## src/design/lpcd_pkg.sv

```systemverilog
// Shared types and constants for the LRU page cache directory.
package lpcd_pkg;

    localparam int LIMIT_W = 9;
    localparam logic [LIMIT_W-1:0] LIMIT_RESET = 9'd200;
    localparam int DS_W = 16;
    localparam int PG_W = 32;
    localparam int KEY_W = DS_W + PG_W;

    typedef enum logic
    {
        OP_ACCESS = 1'b0,
        OP_MARK   = 1'b1
    } op_t;

    typedef struct packed
    {
        op_t              operation;
        logic [DS_W-1:0]  dataset_id;
        logic [PG_W-1:0]  page_id;
    } req_t;

    typedef struct packed
    {
        logic             hit;
        logic             load_needed;
        logic             evicted;
        logic             writeback_needed;
        logic [DS_W-1:0]  evicted_dataset;
        logic [PG_W-1:0]  evicted_page;
    } rsp_t;

    typedef enum logic [1:0]
    {
        ST_IDLE,
        ST_SEARCH,
        ST_UPDATE,
        ST_EMIT
    } ctrl_state_t;

    typedef struct packed
    {
        logic load_req;
        logic search_en;
        logic update_en;
        logic commit;
    } ctrl_cmd_t;

    typedef struct packed
    {
        logic search_done;
        logic update_done;
        logic out_busy;
    } ctrl_status_t;

endpackage

```

## src/design/lpcd_controller.sv

```systemverilog
// Sequencer for the directory: accept, search, rank update, commit and emit.
module lpcd_controller import lpcd_pkg::*;
(
    input  logic         clk,
    input  logic         rst_n,
    input  logic         req_valid,
    output logic         req_ready,
    input  ctrl_status_t status,
    output ctrl_cmd_t    cmd
);

    ctrl_state_t state_reg;
    ctrl_state_t state_next;

    always_ff @(posedge clk or negedge rst_n)
    begin
        if (!rst_n)
        begin
            state_reg <= ST_IDLE;
        end
        else
        begin
            state_reg <= state_next;
        end
    end

    always_comb
    begin
        state_next = state_reg;
        cmd        = '0;
        req_ready  = 1'b0;
        case (state_reg)
            ST_IDLE:
            begin
                req_ready = 1'b1;
                if (req_valid)
                begin
                    cmd.load_req = 1'b1;
                    state_next   = ST_SEARCH;
                end
            end
            ST_SEARCH:
            begin
                cmd.search_en = 1'b1;
                if (status.search_done)
                begin
                    state_next = ST_UPDATE;
                end
            end
            ST_UPDATE:
            begin
                cmd.update_en = 1'b1;
                if (status.update_done)
                begin
                    state_next = ST_EMIT;
                end
            end
            ST_EMIT:
            begin
                // hold the finished word until the output register is free
                if (!status.out_busy)
                begin
                    cmd.commit = 1'b1;
                    state_next = ST_IDLE;
                end
            end
            default:
            begin
                state_next = ST_IDLE;
            end
        endcase
    end

endmodule

```

## config.mk

```make
export PLATFORM = sky130hd
export DESIGN_NAME = lpcd_controller
export DESIGN_NICKNAME = d
export VERILOG_FILES = /design/src/design/lpcd_pkg.sv /design/src/design/lpcd_controller.sv
export SDC_FILE = /design/constraint.sdc
export NUM_CORES = 1
export LEC_CHECK = 0
export BUFFER_PORTS_ARGS = -buffer_cell sky130_fd_sc_hd__buf_2
export CAP_MARGIN = 20
export CORE_AREA = 5 5 42 44
export DETAILED_ROUTE_END_ITERATION = 7
export DIE_AREA = 0 0 47 49
export GPL_ROUTABILITY_DRIVEN = 0
export PLACE_DENSITY = 0.47
export SYNTH_ARGS = -nofsm -noshare
export SYNTH_HDL_FRONTEND = slang
export SYNTH_SLANG_ARGS = --single-unit
```

## constraint.sdc

```tcl
create_clock -name clk -period 3 [get_ports clk]
set_input_delay 0.6 -clock clk [delete_from_list [all_inputs] [get_ports clk]]
set_output_delay 0.6 -clock clk [all_outputs]
set_load 0.05 [all_outputs]
```

==> impl_metrics.py <==
metrics = {
    "outcome": {
        "status": "completed",
    },
    "worst_setup_path": {
        "critPathCaptureType": "output port",
        "r2r_slack_ps": 1550,
        "r2r_cells": 5,
        "required_ps": 2400,
        "crit_chain": "inv_1 > ha_1 > and2_2 > buf_2",
        "slowest_stage": "dfrtp_1",
        "slowest_delay_ps": 390,
        "worstSetupStartpoint": "state_reg[0]$_DFFE_PN0P_",
        "r2r-end": "state_reg[1]$_DFFE_PN0P_",
        "critPathKind": "reg2out",
        "crit_family": "flip-flops",
        "start_kind": "flip-flop",
        "crit-reg2reg-launch": "state_reg[0]$_DFFE_PN0P_",
        "endpoint": "cmd[3]",
        "cp_num_cells": 4,
        "arrival_ps": 1360,
        "crit_buf_inv": 2,
        "path_max_fanout": 4,
    },
    "timing": {
        "finClkSkew_ps": 2.292,
        "setup-tns-final_ps": 0,
        "relSlewSlack_pct": 83.49,
        "timing.fmax_ghz": 0.5094,
        "finalSetupViolCount": 0,
        "hold_violations": 0,
        "rsz0062_at_grt": "false",
        "holdWs_ps": 154.6,
        "period_needed_ps": 1963,
        "drv_slew": 0,
        "fin_crit_sh_pct": 65.44,
        "tightest_slew_ps": 249.3,
    },
    "route": {
        "vias_per_cell": 3.340,
        "top_layer": "met3",
        "firstDrtPassIters": 2,
        "wl_met3_um": 69,
        "vias": 157,
        "wire_per_inst_um": 8.681,
        "remaining_drc_errors": 0,
        "wirelength_um": 408,
        "antenna_left": 0,
        "drtIter0Drc": 1,
        "dr_wl_met2_um": 127,
        "wl_met1_um": 210,
    },
    "clocking": {
        "cts_tree": "built",
        "h-tree-depth": 1,
        "post_cts_buffers": 0,
        "clk_pin_slew_ps": 30,
        "numCtsBuffers": 3,
        "cts_resized": 0,
        "hold_buffers": 0,
        "clock-sinks": 2,
        "clk_latency_ps": 220,
        "clock_tree.root_cell": "clkbuf_4",
        "clockBufferDepth": 2,
    },
    "die": {
        "dieArea_mm2": 0.002303,
        "die_y_um": 49,
        "core-area_mm2": 0.001401,
        "fp.dieW_um": 47,
        "num_rows": 14,
        "initial_core_util_pct": 14.37,
        "io_pins": 11,
    },
    "logic_synthesis": {
        "synth_fp_nets": 28,
        "synth_cell_types": 12,
        "ys_seq_area_share_pct": 24.84,
        "ys_ff_latch": 2,
        "yosys_warnings": 0,
        "synth_cells": 18,
        "syn_avg_cell_area_um2": 11.19,
        "synth_area_um2": 201.4,
    },
    "layout": {
        "final_layout_size_suffix_gt1_share_pct": 61.29,
        "area_growth_pct": 45.96,
        "fin_nets": 43,
        "final_cell_mix": "buf_2 (10), ha_1 (4), clkbuf_4 (3)",
        "mostFrequentLayoutCell": "buf_2",
        "largest_reg_flops": 2,
        "postLayoutCellArea_um2": 294.0,
        "final_util_pct": 20.98,
        "n_antenna_cell": 0,
    },
    "global_route": {
        "grt_use_total_pct": 4.648,
        "grt_max_degree": 5,
        "grt_pass1_vias": 171,
        "grt_antenna_before_repair": 0,
        "grt_overflow_total": 0,
        "grt_pass1_wl_um": 683,
    },
    "worst_hold_path": {
        "hold_path.class": "in2async",
    },
    "placed_design": {
        "place_area_um2": 271.5,
        "portBuffers": 10,
    },
    "job": {
        "cap_violations": 0,
    },
}
kinds of logic after synthesis:
kind of cell / Yosys count / share of synthesized area [%]
simple gates: 6 / 19.26
compound gates: 1 / 13.05
fa+ha+maj: 4 / 24.85
mux: 2 / 12.42
flops: 2 / 24.85
buf+inv: 3 / 5.590
synthesized netlist by cell type:
library cell | count | share of area [%]
inv_1 | 2 | 3.7
o2111ai_4 | 1 | 13
mux2i_1 | 1 | 5.0
ha_1 | 4 | 25
mux2_4 | 1 | 7.5
nand2_1 | 1 | 1.9
nor2_1 | 1 | 1.9
dfrtp_1 | 2 | 25
nor2b_1 | 1 | 3.1
nand2b_2 | 2 | 8.7
inv_2 | 1 | 1.9
and2_2 | 1 | 3.7
metrics by stage:
| stage | instances | setup WS (ps) |
|---|---|---|
| 6_report | 47 | 1037 |
| 4_1_cts | 47 | 1008 |
| 3_5_place_dp | 44 | 1246 |
| 2_1_floorplan | 18 | 998.8 |
| 5_1_grt | 47 | 940.3 |
| 3_3_place_gp | 44 | 1263 |
how the worst min path moves through the flow:
stage,slack [ps],start,endpoint,cells after the start
6_report,150,rst_n,state_reg[1]$_DFFE_PN0P_,1
4_1_cts,140,rst_n,state_reg[1]$_DFFE_PN0P_,1
3_5_place_dp,390,rst_n,state_reg[0]$_DFFE_PN0P_,1
5_1_grt,140,rst_n,state_reg[0]$_DFFE_PN0P_,1
2_1_floorplan,300,rst_n,state_reg[0]$_DFFE_PN0P_,0
3_3_place_gp,380,rst_n,state_reg[0]$_DFFE_PN0P_,1
cell type report:
class,count,area [um^2]
Clock buffer,3,22.52
Fill cell,159,1107
Inverter,3,11.26
Multi-Input combinational cell,13,140.1
Sequential cell,2,50.05
Tap cell,16,20.02
Timing Repair Buffer,10,50.05
worst reg2reg max path, stage by stage (launching register included):
cell       delay (ps)
dfrtp_1           390
inv_1             110
ha_1              230
inv_2              60
o2111ai_4         220
mux2_4            320
layer usage:
metal  GRT usage (%)  vias to the layer above
met3           3.321                        0
met5               0                        -
met4           5.530                        0
li1                -                       85
met1           5.714                       61
met2           4.299                       11
Power is left out: the tool's default activity adds up to more than one toggle a clock period on the data nets, which glitch-free logic cannot reach.
